`src/rtl/core/rhnp_pkg.sv`:
```
package rhnp_pkg;

  localparam logic [20:0] MaxNalBytes   = 21'd1048576;
  localparam logic [20:0] MinNalBytes   = 21'd5;
  localparam logic [20:0] PrefixBytes   = 21'd4;
  localparam logic [10:0] MinPayload    = 11'd2;

  localparam logic [7:0]  RtpVersionByte = 8'h80;
  localparam logic [4:0]  FuaType        = 5'd28;

  localparam logic [1:0]  RegPayloadType  = 2'd0;
  localparam logic [1:0]  RegSourceId     = 2'd1;
  localparam logic [1:0]  RegMaxPayload   = 2'd2;
  localparam logic [1:0]  RegTimestampStep = 2'd3;

  localparam logic [3:0]  ByteVersion   = 4'd0;
  localparam logic [3:0]  BytePtMarker  = 4'd1;
  localparam logic [3:0]  ByteSeqHi     = 4'd2;
  localparam logic [3:0]  ByteSeqLo     = 4'd3;
  localparam logic [3:0]  ByteTs3       = 4'd4;
  localparam logic [3:0]  ByteTs2       = 4'd5;
  localparam logic [3:0]  ByteTs1       = 4'd6;
  localparam logic [3:0]  ByteTs0       = 4'd7;
  localparam logic [3:0]  ByteSsrc3     = 4'd8;
  localparam logic [3:0]  ByteSsrc2     = 4'd9;
  localparam logic [3:0]  ByteSsrc1     = 4'd10;
  localparam logic [3:0]  ByteSsrc0     = 4'd11;
  localparam logic [3:0]  ByteFuInd     = 4'd12;
  localparam logic [3:0]  ByteFuHdr     = 4'd13;
  localparam logic [3:0]  BytePayload   = 4'd14;

  localparam int unsigned QueueDepth = 4;
  localparam int unsigned QueuePtrW  = $clog2(QueueDepth);

  typedef struct packed {
    logic        has_hdr;
    logic        fu;
    logic        marker;
    logic [15:0] seq;
    logic [31:0] ts;
    logic [7:0]  fu_ind;
    logic [7:0]  fu_hdr;
    logic [7:0]  data;
    logic        data_last;
  } cmd_t;

  typedef struct packed {
    logic [6:0]  payload_type;
    logic [31:0] source_id;
  } hdr_cfg_t;

endpackage

```
`src/rtl/core/rhnp_front.sv`:
```
module rhnp_front
  import rhnp_pkg::*;
(
  input  logic        clk,
  input  logic        rst_n,
  input  logic        take,
  input  logic [7:0]  data_byte,
  input  logic        first_byte,
  input  logic [20:0] nal_length,
  input  logic [10:0] max_payload,
  input  logic [16:0] timestamp_step,
  output logic        push,
  output cmd_t        cmd
);

  logic [15:0] seq_r, seq_nxt;
  logic [31:0] ts_r, ts_nxt;
  logic [20:0] pos_r, pos_nxt;
  logic [20:0] len_r, len_nxt;
  logic [10:0] fill_r, fill_nxt;
  logic [7:0]  hdr_r, hdr_nxt;
  logic        frag_r, frag_nxt;
  logic        drop_r, drop_nxt;

  logic [20:0] pos_c;
  logic [20:0] start_c;
  logic [10:0] fill_c;
  logic        last_c;
  logic        lf_c;
  logic        emit;

  always_comb begin
    pos_c    = pos_r;
    len_nxt  = len_r;
    fill_nxt = fill_r;
    hdr_nxt  = hdr_r;
    frag_nxt = frag_r;
    drop_nxt = drop_r;
    ts_nxt   = ts_r;
    seq_nxt  = seq_r;
    start_c  = pos_r;
    fill_c   = fill_r;
    lf_c     = 1'b0;
    emit     = 1'b0;
    cmd      = '0;
    if (first_byte) begin
      pos_c    = '0;
      fill_nxt = '0;
      hdr_nxt  = '0;
      if (nal_length <= MinNalBytes || nal_length > MaxNalBytes) begin
        drop_nxt = 1'b1;
        len_nxt  = '0;
        frag_nxt = 1'b0;
      end else begin
        drop_nxt = 1'b0;
        len_nxt  = nal_length;
        ts_nxt   = ts_r + {15'd0, timestamp_step};
        frag_nxt = (nal_length - PrefixBytes) > {10'd0, max_payload};
      end
    end
    pos_nxt = pos_c;
    last_c  = (pos_c == len_nxt - 21'd1);
    cmd.data      = data_byte;
    cmd.ts        = ts_nxt;
    if (!drop_nxt && pos_c < len_nxt) begin
      pos_nxt = pos_c + 21'd1;
      if (pos_c >= PrefixBytes) begin
        if (pos_c == PrefixBytes) begin
          // nal header byte
          hdr_nxt = data_byte;
          if (!frag_nxt) begin
            seq_nxt     = seq_r + 16'd1;
            emit        = 1'b1;
            cmd.has_hdr = 1'b1;
          end
        end else if (!frag_nxt) begin
          emit          = 1'b1;
          cmd.data_last = last_c;
        end else begin
          emit = 1'b1;
          if (fill_r == '0) begin
            start_c     = (pos_c == PrefixBytes + 21'd1) ? PrefixBytes : pos_c;
            lf_c        = ({1'b0, start_c} + {11'd0, max_payload}) >= {1'b0, len_nxt};
            seq_nxt     = seq_r + 16'd1;
            cmd.has_hdr = 1'b1;
            cmd.fu      = 1'b1;
            cmd.marker  = lf_c;
            cmd.fu_ind  = {hdr_r[7:5], FuaType};
            cmd.fu_hdr  = {(pos_c == PrefixBytes + 21'd1), lf_c, 1'b0, hdr_r[4:0]};
            fill_c      = (pos_c == PrefixBytes + 21'd1) ? 11'd1 : 11'd0;
          end
          fill_c = fill_c + 11'd1;
          if (fill_c >= max_payload || last_c) begin
            fill_nxt      = '0;
            cmd.data_last = 1'b1;
          end else begin
            fill_nxt = fill_c;
          end
        end
      end
    end
    cmd.seq = seq_nxt;
  end

  assign push = take && emit;

  always_ff @(posedge clk) begin
    if (!rst_n) begin
      seq_r  <= '0;
      ts_r   <= '0;
      pos_r  <= '0;
      len_r  <= '0;
      fill_r <= '0;
      hdr_r  <= '0;
      frag_r <= 1'b0;
      drop_r <= 1'b0;
    end else if (take) begin
      seq_r  <= seq_nxt;
      ts_r   <= ts_nxt;
      pos_r  <= pos_nxt;
      len_r  <= len_nxt;
      fill_r <= fill_nxt;
      hdr_r  <= hdr_nxt;
      frag_r <= frag_nxt;
      drop_r <= drop_nxt;
    end
  end

endmodule

```
`src/rtl/core/rhnp_queue.sv`:
```
module rhnp_queue
  import rhnp_pkg::*;
(
  input  logic clk,
  input  logic rst_n,
  input  logic push,
  input  cmd_t push_cmd,
  input  logic pop,
  output logic full,
  output logic not_empty,
  output cmd_t head_cmd
);

  cmd_t                 mem_r [QueueDepth];
  logic [QueuePtrW-1:0] wr_r, rd_r;
  logic [QueuePtrW:0]   cnt_r;

  assign full      = (cnt_r == (QueuePtrW+1)'(QueueDepth));
  assign not_empty = (cnt_r != '0);
  assign head_cmd  = mem_r[rd_r];

  always_ff @(posedge clk) begin
    if (push) begin
      mem_r[wr_r] <= push_cmd;
    end
  end

  always_ff @(posedge clk) begin
    if (!rst_n) begin
      wr_r  <= '0;
      rd_r  <= '0;
      cnt_r <= '0;
    end else begin
      if (push) begin
        wr_r <= wr_r + 1'b1;
      end
      if (pop) begin
        rd_r <= rd_r + 1'b1;
      end
      case ({push, pop})
        2'b10:   cnt_r <= cnt_r + 1'b1;
        2'b01:   cnt_r <= cnt_r - 1'b1;
        default: cnt_r <= cnt_r;
      endcase
    end
  end

endmodule

```
`src/rtl/core/rhnp_back.sv`:
```
module rhnp_back
  import rhnp_pkg::*;
(
  input  logic       clk,
  input  logic       rst_n,
  input  logic       cmd_valid,
  input  cmd_t       cmd,
  input  hdr_cfg_t   hdr_cfg,
  output logic       pop,
  output logic       out_valid,
  output logic [7:0] out_byte,
  output logic       out_last,
  input  logic       out_ready
);

  logic [3:0] cnt_r;
  logic [3:0] sel;
  logic [7:0] byte_c;
  logic       advance;
  logic       valid_r;
  logic [7:0] byte_r;
  logic       last_r;

  always_comb begin
    if (!cmd.has_hdr || (!cmd.fu && cnt_r == ByteFuInd)) begin
      sel = BytePayload;
    end else begin
      sel = cnt_r;
    end
  end

  always_comb begin
    case (sel)
      ByteVersion:  byte_c = RtpVersionByte;
      BytePtMarker: byte_c = {cmd.marker, hdr_cfg.payload_type};
      ByteSeqHi:    byte_c = cmd.seq[15:8];
      ByteSeqLo:    byte_c = cmd.seq[7:0];
      ByteTs3:      byte_c = cmd.ts[31:24];
      ByteTs2:      byte_c = cmd.ts[23:16];
      ByteTs1:      byte_c = cmd.ts[15:8];
      ByteTs0:      byte_c = cmd.ts[7:0];
      ByteSsrc3:    byte_c = hdr_cfg.source_id[31:24];
      ByteSsrc2:    byte_c = hdr_cfg.source_id[23:16];
      ByteSsrc1:    byte_c = hdr_cfg.source_id[15:8];
      ByteSsrc0:    byte_c = hdr_cfg.source_id[7:0];
      ByteFuInd:    byte_c = cmd.fu_ind;
      ByteFuHdr:    byte_c = cmd.fu_hdr;
      default:      byte_c = cmd.data;
    endcase
  end

  assign advance = !valid_r || out_ready;
  assign pop     = cmd_valid && advance && (sel == BytePayload);

  always_ff @(posedge clk) begin
    if (!rst_n) begin
      cnt_r   <= '0;
      valid_r <= 1'b0;
    end else if (advance) begin
      valid_r <= cmd_valid;
      if (cmd_valid) begin
        cnt_r <= (sel == BytePayload) ? 4'd0 : cnt_r + 4'd1;
      end
    end
  end

  always_ff @(posedge clk) begin
    if (advance && cmd_valid) begin
      byte_r <= byte_c;
      last_r <= (sel == BytePayload) && cmd.data_last;
    end
  end

  assign out_valid = valid_r;
  assign out_byte  = byte_r;
  assign out_last  = last_r;

endmodule

```
`src/rtl/core/rtp_h264_nal_packetizer.sv`:
```
// channel   dir   handshake                transaction
// in_       in    in_tvalid / in_tready    one nal unit byte, prefix included
// out_      out   out_tvalid / out_tready  one rtp packet byte, tlast on final byte
// cfg_      in    apb psel / penable       register write or read, pready tied high
//
// one input byte per cycle while the command queue has room; the byte serialiser
// sends the rtp header before each packet, plus the fu indicator and fu header for
// a fu-a fragment start, so the queue fills and the input stalls during those bursts
// output is registered; synchronous active-low reset clears all control state
module rtp_h264_nal_packetizer
  import rhnp_pkg::*;
(
  input  logic        clk,
  input  logic        rst_n,
  input  logic        in_tvalid,
  output logic        in_tready,
  input  logic [31:0] in_tdata,    // data_byte [7:0], nal_length [28:8], zero [31:29]
  input  logic        in_tuser,    // first_byte
  output logic        out_tvalid,
  input  logic        out_tready,
  output logic [7:0]  out_tdata,   // out_byte [7:0]
  output logic        out_tlast,
  input  logic        cfg_psel,
  input  logic        cfg_penable,
  input  logic        cfg_pwrite,
  input  logic [3:0]  cfg_paddr,
  input  logic [31:0] cfg_pwdata,
  output logic [31:0] cfg_prdata,
  output logic        cfg_pready
);

  logic [6:0]  payload_type_r;
  logic [31:0] source_id_r;
  logic [10:0] max_payload_r;
  logic [16:0] timestamp_step_r;
  logic [10:0] eff_payload;
  logic        wr_en;

  logic        take;
  logic        q_push;
  cmd_t        q_in;
  logic        q_full;
  logic        q_valid;
  cmd_t        q_head;
  logic        q_pop;
  hdr_cfg_t    hdr_cfg;

  assign cfg_pready = 1'b1;
  assign wr_en      = cfg_psel && cfg_penable && cfg_pwrite && cfg_pready;

  always_ff @(posedge clk) begin
    if (!rst_n) begin
      payload_type_r   <= 7'd96;
      source_id_r      <= '0;
      max_payload_r    <= 11'd1000;
      timestamp_step_r <= 17'd3000;
    end else if (wr_en) begin
      unique case (cfg_paddr[3:2])
        RegPayloadType:   payload_type_r   <= cfg_pwdata[6:0];
        RegSourceId:      source_id_r      <= cfg_pwdata;
        RegMaxPayload:    max_payload_r    <= cfg_pwdata[10:0];
        RegTimestampStep: timestamp_step_r <= cfg_pwdata[16:0];
        default:          ;
      endcase
    end
  end

  always_comb begin
    unique case (cfg_paddr[3:2])
      RegPayloadType:   cfg_prdata = {25'd0, payload_type_r};
      RegSourceId:      cfg_prdata = source_id_r;
      RegMaxPayload:    cfg_prdata = {21'd0, max_payload_r};
      RegTimestampStep: cfg_prdata = {15'd0, timestamp_step_r};
      default:          cfg_prdata = '0;
    endcase
  end

  assign eff_payload = (max_payload_r < MinPayload) ? MinPayload : max_payload_r;
  assign hdr_cfg     = '{payload_type: payload_type_r, source_id: source_id_r};

  assign in_tready = !q_full;
  assign take      = in_tvalid && in_tready;

  rhnp_front u_front (
    .clk            (clk),
    .rst_n          (rst_n),
    .take           (take),
    .data_byte      (in_tdata[7:0]),
    .first_byte     (in_tuser),
    .nal_length     (in_tdata[28:8]),
    .max_payload    (eff_payload),
    .timestamp_step (timestamp_step_r),
    .push           (q_push),
    .cmd            (q_in)
  );

  rhnp_queue u_queue (
    .clk       (clk),
    .rst_n     (rst_n),
    .push      (q_push),
    .push_cmd  (q_in),
    .pop       (q_pop),
    .full      (q_full),
    .not_empty (q_valid),
    .head_cmd  (q_head)
  );

  rhnp_back u_back (
    .clk       (clk),
    .rst_n     (rst_n),
    .cmd_valid (q_valid),
    .cmd       (q_head),
    .hdr_cfg   (hdr_cfg),
    .pop       (q_pop),
    .out_valid (out_tvalid),
    .out_byte  (out_tdata),
    .out_last  (out_tlast),
    .out_ready (out_tready)
  );

endmodule

```
`config.mk`:
```
export PLATFORM = sky130hd
export DESIGN_NAME = rtp_h264_nal_packetizer
export DESIGN_NICKNAME = d
export VERILOG_FILES = /design/src/rtl/core/rhnp_pkg.sv /design/src/rtl/core/rhnp_front.sv /design/src/rtl/core/rhnp_queue.sv /design/src/rtl/core/rhnp_back.sv /design/src/rtl/core/rtp_h264_nal_packetizer.sv
export SDC_FILE = /design/constraint.sdc
export NUM_CORES = 1
export LEC_CHECK = 0
export ABC_AREA = 1
export BUFFER_PORTS_ARGS = -buffer_cell sky130_fd_sc_hd__buf_2
export CAP_MARGIN = 5
export CORE_ASPECT_RATIO = 1.75
export CORE_MARGIN = 1.5
export CORE_UTILIZATION = 62
export DETAILED_ROUTE_END_ITERATION = 8
export PLACE_DENSITY = 0.9
export RECOVER_POWER = 50
export SLEW_MARGIN = 20
export SYNTH_ARGS = -nofsm -noshare
export SYNTH_HDL_FRONTEND = slang
export SYNTH_SLANG_ARGS = --single-unit
export TNS_END_PERCENT = 10
```
`constraint.sdc`:
```
create_clock -name clk -period 10.2 [get_ports clk]
set_clock_uncertainty 0.1 [all_clocks]
set_input_delay 3.06 -clock clk [delete_from_list [all_inputs] [get_ports clk]]
set_output_delay 3.06 -clock clk [all_outputs]
set_load 0.01 [all_outputs]
```
==> results of run 1 <==
[synth_stat cells, types with 7 or more instances]
master | instances | area (µm²)
a21oi_1 | 240 | 1201
a221oi_1 | 16 | 140.1
a31oi_1 | 9 | 56.30
a32o_1 | 7 | 70.07
buf_2 | 7 | 35.03
clkbuf_1 | 108 | 405.4
dfxtp_1 | 192 | 3844
edfxtp_1 | 285 | 8558
ha_1 | 108 | 1351
inv_1 | 354 | 1329
inv_2 | 7 | 26.28
nand2_1 | 482 | 1809
nand2_2 | 21 | 131.4
nand3_1 | 141 | 705.7
nand4_1 | 26 | 162.7
nor2_1 | 359 | 1348
nor2_2 | 18 | 112.6
nor3_1 | 46 | 230.2
nor4_1 | 17 | 106.4
o2111ai_1 | 13 | 113.9
o211ai_1 | 18 | 135.1
o21a_1 | 9 | 67.56
o21ai_0 | 283 | 1416
o21ai_1 | 8 | 40.04
o22ai_1 | 33 | 206.5
xnor2_1 | 20 | 175.2
xor2_1 | 84 | 735.7
[power groups by stage]
stage	combinational [mW]	clock (mW)	sequential [mW]
2_1_floorplan	0.241	0	2.12
3_3_place_gp	0.337	0	2.12
3_5_place_dp	0.349	0	2.12
4_1_cts	0.352	1.69	2.08
5_1_grt	0.393	1.76	2.08
6_report	0.360	1.69	2.08
[final timing paths]
check	start	to	depth (start not counted)
setup / recovery	in_tuser	u_queue.cnt_r[2]$_SDFFE_PN0P_	29
hold / removal	u_queue.cnt_r[0]$_SDFFE_PN0P_	u_queue.cnt_r[0]$_SDFFE_PN0P_	1
setup reg to reg	register	u_back.out_byte[3]$_DFFE_PP_	14
hold reg to reg	u_queue.cnt_r[0]$_SDFFE_PN0P_	u_queue.cnt_r[0]$_SDFFE_PN0P_	1
[layout by cell type (no fill, tap or decap), types with 7 or more instances in the layout]
cell and instances:
a21oi_1 240, a221oi_1 16, a31oi_1 9, a32o_1 7, buf_2 69, buf_4 25
clkbuf_1 62, clkbuf_16 43, clkinv_1 10, dfxtp_1 191, edfxtp_1 285, ha_1 108
inv_1 353, inv_2 7, nand2_1 485, nand2_2 18, nand3_1 145, nand4_1 26
nor2_1 356, nor2_2 17, nor2_4 9, nor3_1 46, nor4_1 17, o2111ai_1 13
o211ai_1 18, o21a_1 9, o21ai_0 284, o21ai_1 7, o22ai_1 33, xnor2_1 20
xor2_1 84
[state kept, by name, summed over array words and instances (netlist names), 2 cells and up, named ones only]
signal	count
u_front.pos_r	21
timestamp_step_r	17
u_front.hdr_r	8
source_id_r	32
u_back.out_byte	8
u_queue.wr_r	2
u_front.seq_r	16
payload_type_r	7
u_front.len_r	21
u_queue.rd_r	2
u_front.fill_r	11
u_queue.cnt_r	3
u_back.cnt_r	4
max_payload_r	11
u_front.ts_r	32
u_queue.mem_r	276
[worst max-delay path, delay by kind of cell]
kind                       cells  cell delay [ns]
buffers and inverters          8             2.27
AOI/OAI and AO/OA              7             1.25
adders and majority gates      3             0.96
and+or+nand+nor               11             2.21
[through the flow]
step / worst slack [ns] / instances / cell area (µm²) / total power [mW]
2_1_floorplan: 0.8196 / 3013 / 25390 / 2.359
3_3_place_gp: 0.9276 / 3577 / 26410 / 2.459
3_5_place_dp: 0.8530 / 3577 / 26410 / 2.473
4_1_cts: 1.392 / 3655 / 27860 / 4.120
5_1_grt: 0.3555 / 3655 / 27720 / 4.235
6_report: 0.7494 / 3657 / 27730 / 4.132
[layout make-up]
class	instances	area (µm²)
Inverter	367	1379
Sequential cell	477	12400
Timing Repair Buffer	147	732.0
Antenna cell	2	5.005
Tap cell	544	680.7
Fill cell	3012	12450
Clock inverter	26	331.6
Multi-Input combinational cell	2042	11090
Clock buffer	52	1110
[per-layer routing]
metal	up-vias	track usage	wire, µm
met1	10510	0.3542	24220
li1	10320	-	-
met3	418	0.05911	5548
met4	6	0.3639	8774
met5	-	0	43
met2	1284	0.6535	39580
[cell families after synthesis]
family	after synthesis	synth area share
compound gates	681	0.1504
xor+xnor	104	0.03588
fa+ha+maj	111	0.05559
buf+inv	494	0.07486
flops	477	0.4885
other cells	1	0.0001477
simple gates	1145	0.1946
==> flow_metrics.env, run 1 <==
export IMPL_drt_antenna_violating_nets=0
export IMPL_cts_resized=0
export IMPL_drt_total_wl_um=78170
export IMPL_critPathSlowestCell="clkbuf_1"
export IMPL_slew_viol_final=258
export IMPL_antenna_found_initial=3
export IMPL_track_usage=0.3700
export IMPL_cts_path_max_buffers=3
export IMPL_power_frac_seq=0.504
export IMPL_yosysSeqAreaShare=0.4885
export IMPL_max_stage_delay_ns=0.59
export IMPL_drive_gt1_frac=0.07425
export IMPL_tightest_slew_ns=3.186
export IMPL_min_period_ns=9.451
export IMPL_fin_nets=3264
export IMPL_cts_num_sinks=477
export IMPL_ys_ff_latch=477
export IMPL_finalHoldViolations=0
export IMPL_rsz0062_at_grt="false"
export IMPL_synth_edf_count=285
export IMPL_ir_drop_uv=117.5
export IMPL_io_buffers=113
export IMPL_p_clk_frac=0.409
export IMPL_end_kind="register"
export IMPL_power_density_nw_per_um2=149.0
export IMPL_row_count=97
export IMPL_violations="capacitance limit, slew limit"
export IMPL_rrSetupSlack_ns=2.24
export IMPL_grt_pass1_wl_um=118900
export IMPL_cp_data_required_time_ns=10.54
export IMPL_synth_ff_type="edfxtp_1"
export IMPL_holdWs_ns=0.3678
export IMPL_critPathKind="input pin to register"
export IMPL_syn_area_um2=25390
export IMPL_coreArea_um2=40170
export IMPL_grt_pass1_vias=22250
export IMPL_final_util=0.6902
export IMPL_area_growth_syn_to_layout_pct=9.211
export IMPL_outcome="complete, but fails checks"
export IMPL_cts_setup_buffers=0
export IMPL_drtIter0Drc=2350
export IMPL_synth_cell_types=60
export IMPL_wl_per_cell_um=21.38
export IMPL_clk_latency_ns=0.58
export IMPL_maxCapViolCount=5
export IMPL_crit_path_max_fanout=24
export IMPL_async_reset_ff_frac=0
export IMPL_swShare=0.2472
export IMPL_htreeDepth=2
export IMPL_grt_overflow=0
export IMPL_first_pass_iters=6
export IMPL_fp_dieArea_um2=42220
export IMPL_synth_nets=3200
export IMPL_synth_cells=3013
export IMPL_path_clk_slew_ns=0.07
export IMPL_timing_setup_tns_ns=0
export IMPL_io_pins=120
export IMPL_timing_fmax_ghz=0.1058
export IMPL_post_route_period_util=0.9265
export IMPL_vias_per_cell=6.162
export IMPL_avgSynthCellArea_um2=8.426
export IMPL_initial_core_util=0.6320
export IMPL_p_comb_frac=0.087
export IMPL_switchingPower_mw=1.021
export IMPL_setup_viol_count_final=0
export IMPL_vias=22530
export IMPL_die_w_um=156.0
export IMPL_ys_warn_count=0
export IMPL_dpl_hpwl_um=55440
export IMPL_grt_max_degree=90
export IMPL_cp_common_cell="nand2_1"
export IMPL_p_leak_nw=11.23
export IMPL_worstSetupStartpointType="input pin"
export IMPL_hold_path_class="register to register"
export IMPL_p_int_mw=3.111
export IMPL_post_route_drc_count=0
export IMPL_relSlewSlack=-1.124
export IMPL_cts_tree="yes"
export IMPL_hold_buffers=0
export IMPL_cts_buffers_inserted=42
export IMPL_die_h_um=270.7
export IMPL_cp_arrival_ns=9.79
export IMPL_gp_congestion=1.006
export IMPL_root_buffer="clkbuf_16"
Note: power is estimated with default switching activity, not from simulation.
==> run 2: changes to the inputs <==
BUFFER_PORTS_ARGS = -buffer_cell sky130_fd_sc_hd__clkbuf_2   (was -buffer_cell sky130_fd_sc_hd__buf_2)
CORE_UTILIZATION = 50   (was 62)
PLACE_DENSITY = 0.77   (was 0.9)
SETUP_SLACK_MARGIN = 0.5   (was default)
==> run 2 against run 1 <==
Effect of this change: combinational power shrank 3%; highest routed layer unchanged; sequential cell count did not move; critical path depth is 9 lower; clock power down 5%; critical endpoint is now u_queue.mem_r[1][50]$_DFFE_PP_; the run still ends with capacitance limit, slew limit left; register-to-register slack improved by 0.80 ns.
==> flow_metrics.env, run 2 (synthesis results as in run 1) <==
export IMPL_power_density_nw_per_um2=145.2
export IMPL_largest_reg_flops=276
export IMPL_cts_buffers_inserted=42
export IMPL_grt_pass1_vias=20750
export IMPL_critPathKind="input pin to register"
export IMPL_min_to="u_queue.cnt_r[0]$_SDFFE_PN0P_"
export IMPL_hold_depth=1
export IMPL_final_common_cell="nand2_1"
export IMPL_hold_start="u_queue.cnt_r[0]$_SDFFE_PN0P_"
export IMPL_cp_common_cell="nand2_1"
export IMPL_hold_buffers=0
export IMPL_wl_per_cell_um=19.36
export IMPL_cp_data_required_time_ns=10.34
export IMPL_timing_setup_tns_ns=0
export IMPL_area_growth_syn_to_layout_pct=9.753
export IMPL_p_leak_nw=11.20
export IMPL_r2r_end="u_back.out_byte[3]$_DFFE_PP_"
export IMPL_die_w_um=173.3
export IMPL_finalPower_mw=4.045
export IMPL_rrSetupSlack_ns=3.04
export IMPL_cp_arrival_ns=9.47
export IMPL_regMostFlops="u_queue.mem_r"
export IMPL_timing_fmax_ghz=0.1071
export IMPL_dpl_hpwl_um=52580
export IMPL_worstPathCellList="clkbuf_1 > nor2_1 > nand2_1 > nor2_1 > nand2_1 > o21ai_2 > nand2_1 > clkbuf_1 > o21ai_0 > ha_1 > o221ai_1 > a31oi_1 > nand2_1 > nor2_1 > buf_4 > inv_1 > o21ai_1 > nand2_1 > nor2_4 > buf_4"
export IMPL_grt_max_degree=80
export IMPL_post_route_drc_count=0
export IMPL_min_period_ns=9.333
export IMPL_gp_congestion=0.9362
export IMPL_drtIter0Drc=1540
export IMPL_max_stage_delay_ns=0.74
export IMPL_path_clk_slew_ns=0.07
export IMPL_slew_viol_final=345
export IMPL_cts_path_max_buffers=3
export IMPL_finalHoldViolations=0
export IMPL_cts_tree="yes"
export IMPL_drt_antenna_violating_nets=0
export IMPL_setup_viol_count_final=0
export IMPL_critPathSlowestCell="o21ai_0"
export IMPL_fp_dieArea_um2=52190
export IMPL_coreArea_um2=50320
export IMPL_antenna_found_initial=6
export IMPL_maxCapViolCount=7
export IMPL_io_buffers=113
export IMPL_clk_latency_ns=0.57
export IMPL_grt_overflow=0
export IMPL_end_kind="register"
export IMPL_layout_common_cells="483 x nand2_1, 357 x nor2_1, 354 x inv_1"
export IMPL_cts_resized=0
export IMPL_holdWs_ns=0.3495
export IMPL_reg2reg_depth=13
export IMPL_top_regs="u_queue.mem_r x276, source_id_r x32, u_front.ts_r x32"
export IMPL_cts_num_sinks=477
export IMPL_outcome="complete, but fails checks"
export IMPL_drt_total_wl_um=73130
export IMPL_cts_setup_buffers=0
export IMPL_crit_path_max_fanout=23
export IMPL_tightest_slew_ns=2.790
export IMPL_io_pins=120
export IMPL_vias_per_cell=5.703
export IMPL_track_usage=0.2765
export IMPL_die_h_um=301.1
export IMPL_htreeDepth=2
export IMPL_final_util=0.5537
export IMPL_initial_core_util=0.5045
export IMPL_fin_nets=3260
export IMPL_worstSetupStartpointType="input pin"
export IMPL_post_route_period_util=0.9150
export IMPL_relSlewSlack=-0.8597
export IMPL_drive_gt1_frac=0.07467
export IMPL_vias=21550
export IMPL_row_count=109
export IMPL_root_buffer="clkbuf_16"
export IMPL_violations="capacitance limit, slew limit"
export IMPL_first_pass_iters=8
export IMPL_hold_path_class="register to register"
export IMPL_rsz0062_at_grt="false"
export IMPL_grt_pass1_wl_um=112400
export IMPL_ir_drop_uv=149.2
-- run 2: worst max-delay path, delay by kind of cell --
kind	cells	cell delay, ns
simple gates	9	2.30
buf+inv	5	1.65
compound gates	5	2.14
fa+ha+maj	1	0.26
-- run 2: how the worst max path moves through the flow --
stage	startpoint	endpoint	cells after the start
finish	in_tdata[20]	u_queue.mem_r[1][50]$_DFFE_PP_	20
global route	in_tdata[20]	u_queue.mem_r[1][50]$_DFFE_PP_	20
CTS	in_tuser	u_queue.mem_r[1][44]$_DFFE_PP_	23
detailed placement	in_tuser	u_queue.mem_r[1][42]$_DFFE_PP_	23
global placement	in_tuser	u_queue.mem_r[1][42]$_DFFE_PP_	23
floorplan	in_tdata[24]	u_queue.mem_r[0][0]$_DFFE_PP_	24
-- run 2: power by group --
part           internal, mW  switching [mW]
Combinational         0.106           0.245
Sequential             2.06          0.0203
Clock                 0.878           0.734
Total                  3.05           0.999
-- run 2: final cells by class --
class                           count  area [µm²]
Fill cell                        4456       22460
Sequential cell                   477       12400
Multi-Input combinational cell   2042       11110
Inverter                          367        1379
Clock buffer                       57        1189
Tap cell                          666       833.3
Timing Repair Buffer              143       749.5
Clock inverter                     21       183.9
Antenna cell                        5       12.51
-- run 2: per-stage QoR --
stage / cells / setup WS, ns / instance area, µm²
floorplan: 3013 / 0.8196 / 25390
global placement: 3695 / 1.084 / 26590
detailed placement: 3695 / 0.9650 / 26590
CTS: 3773 / 1.537 / 27960
global route: 3775 / 0.5194 / 27860
finish: 3778 / 0.8665 / 27860
-- run 2: layer usage --
layer | wire length [µm] | vias to the layer above | track usage
met5 | 11 | - | 0
met4 | 6516 | 2 | 0.2259
met3 | 4246 | 309 | 0.03278
met2 | 37470 | 865 | 0.5012
met1 | 24890 | 10050 | 0.2869
li1 | - | 10320 | -
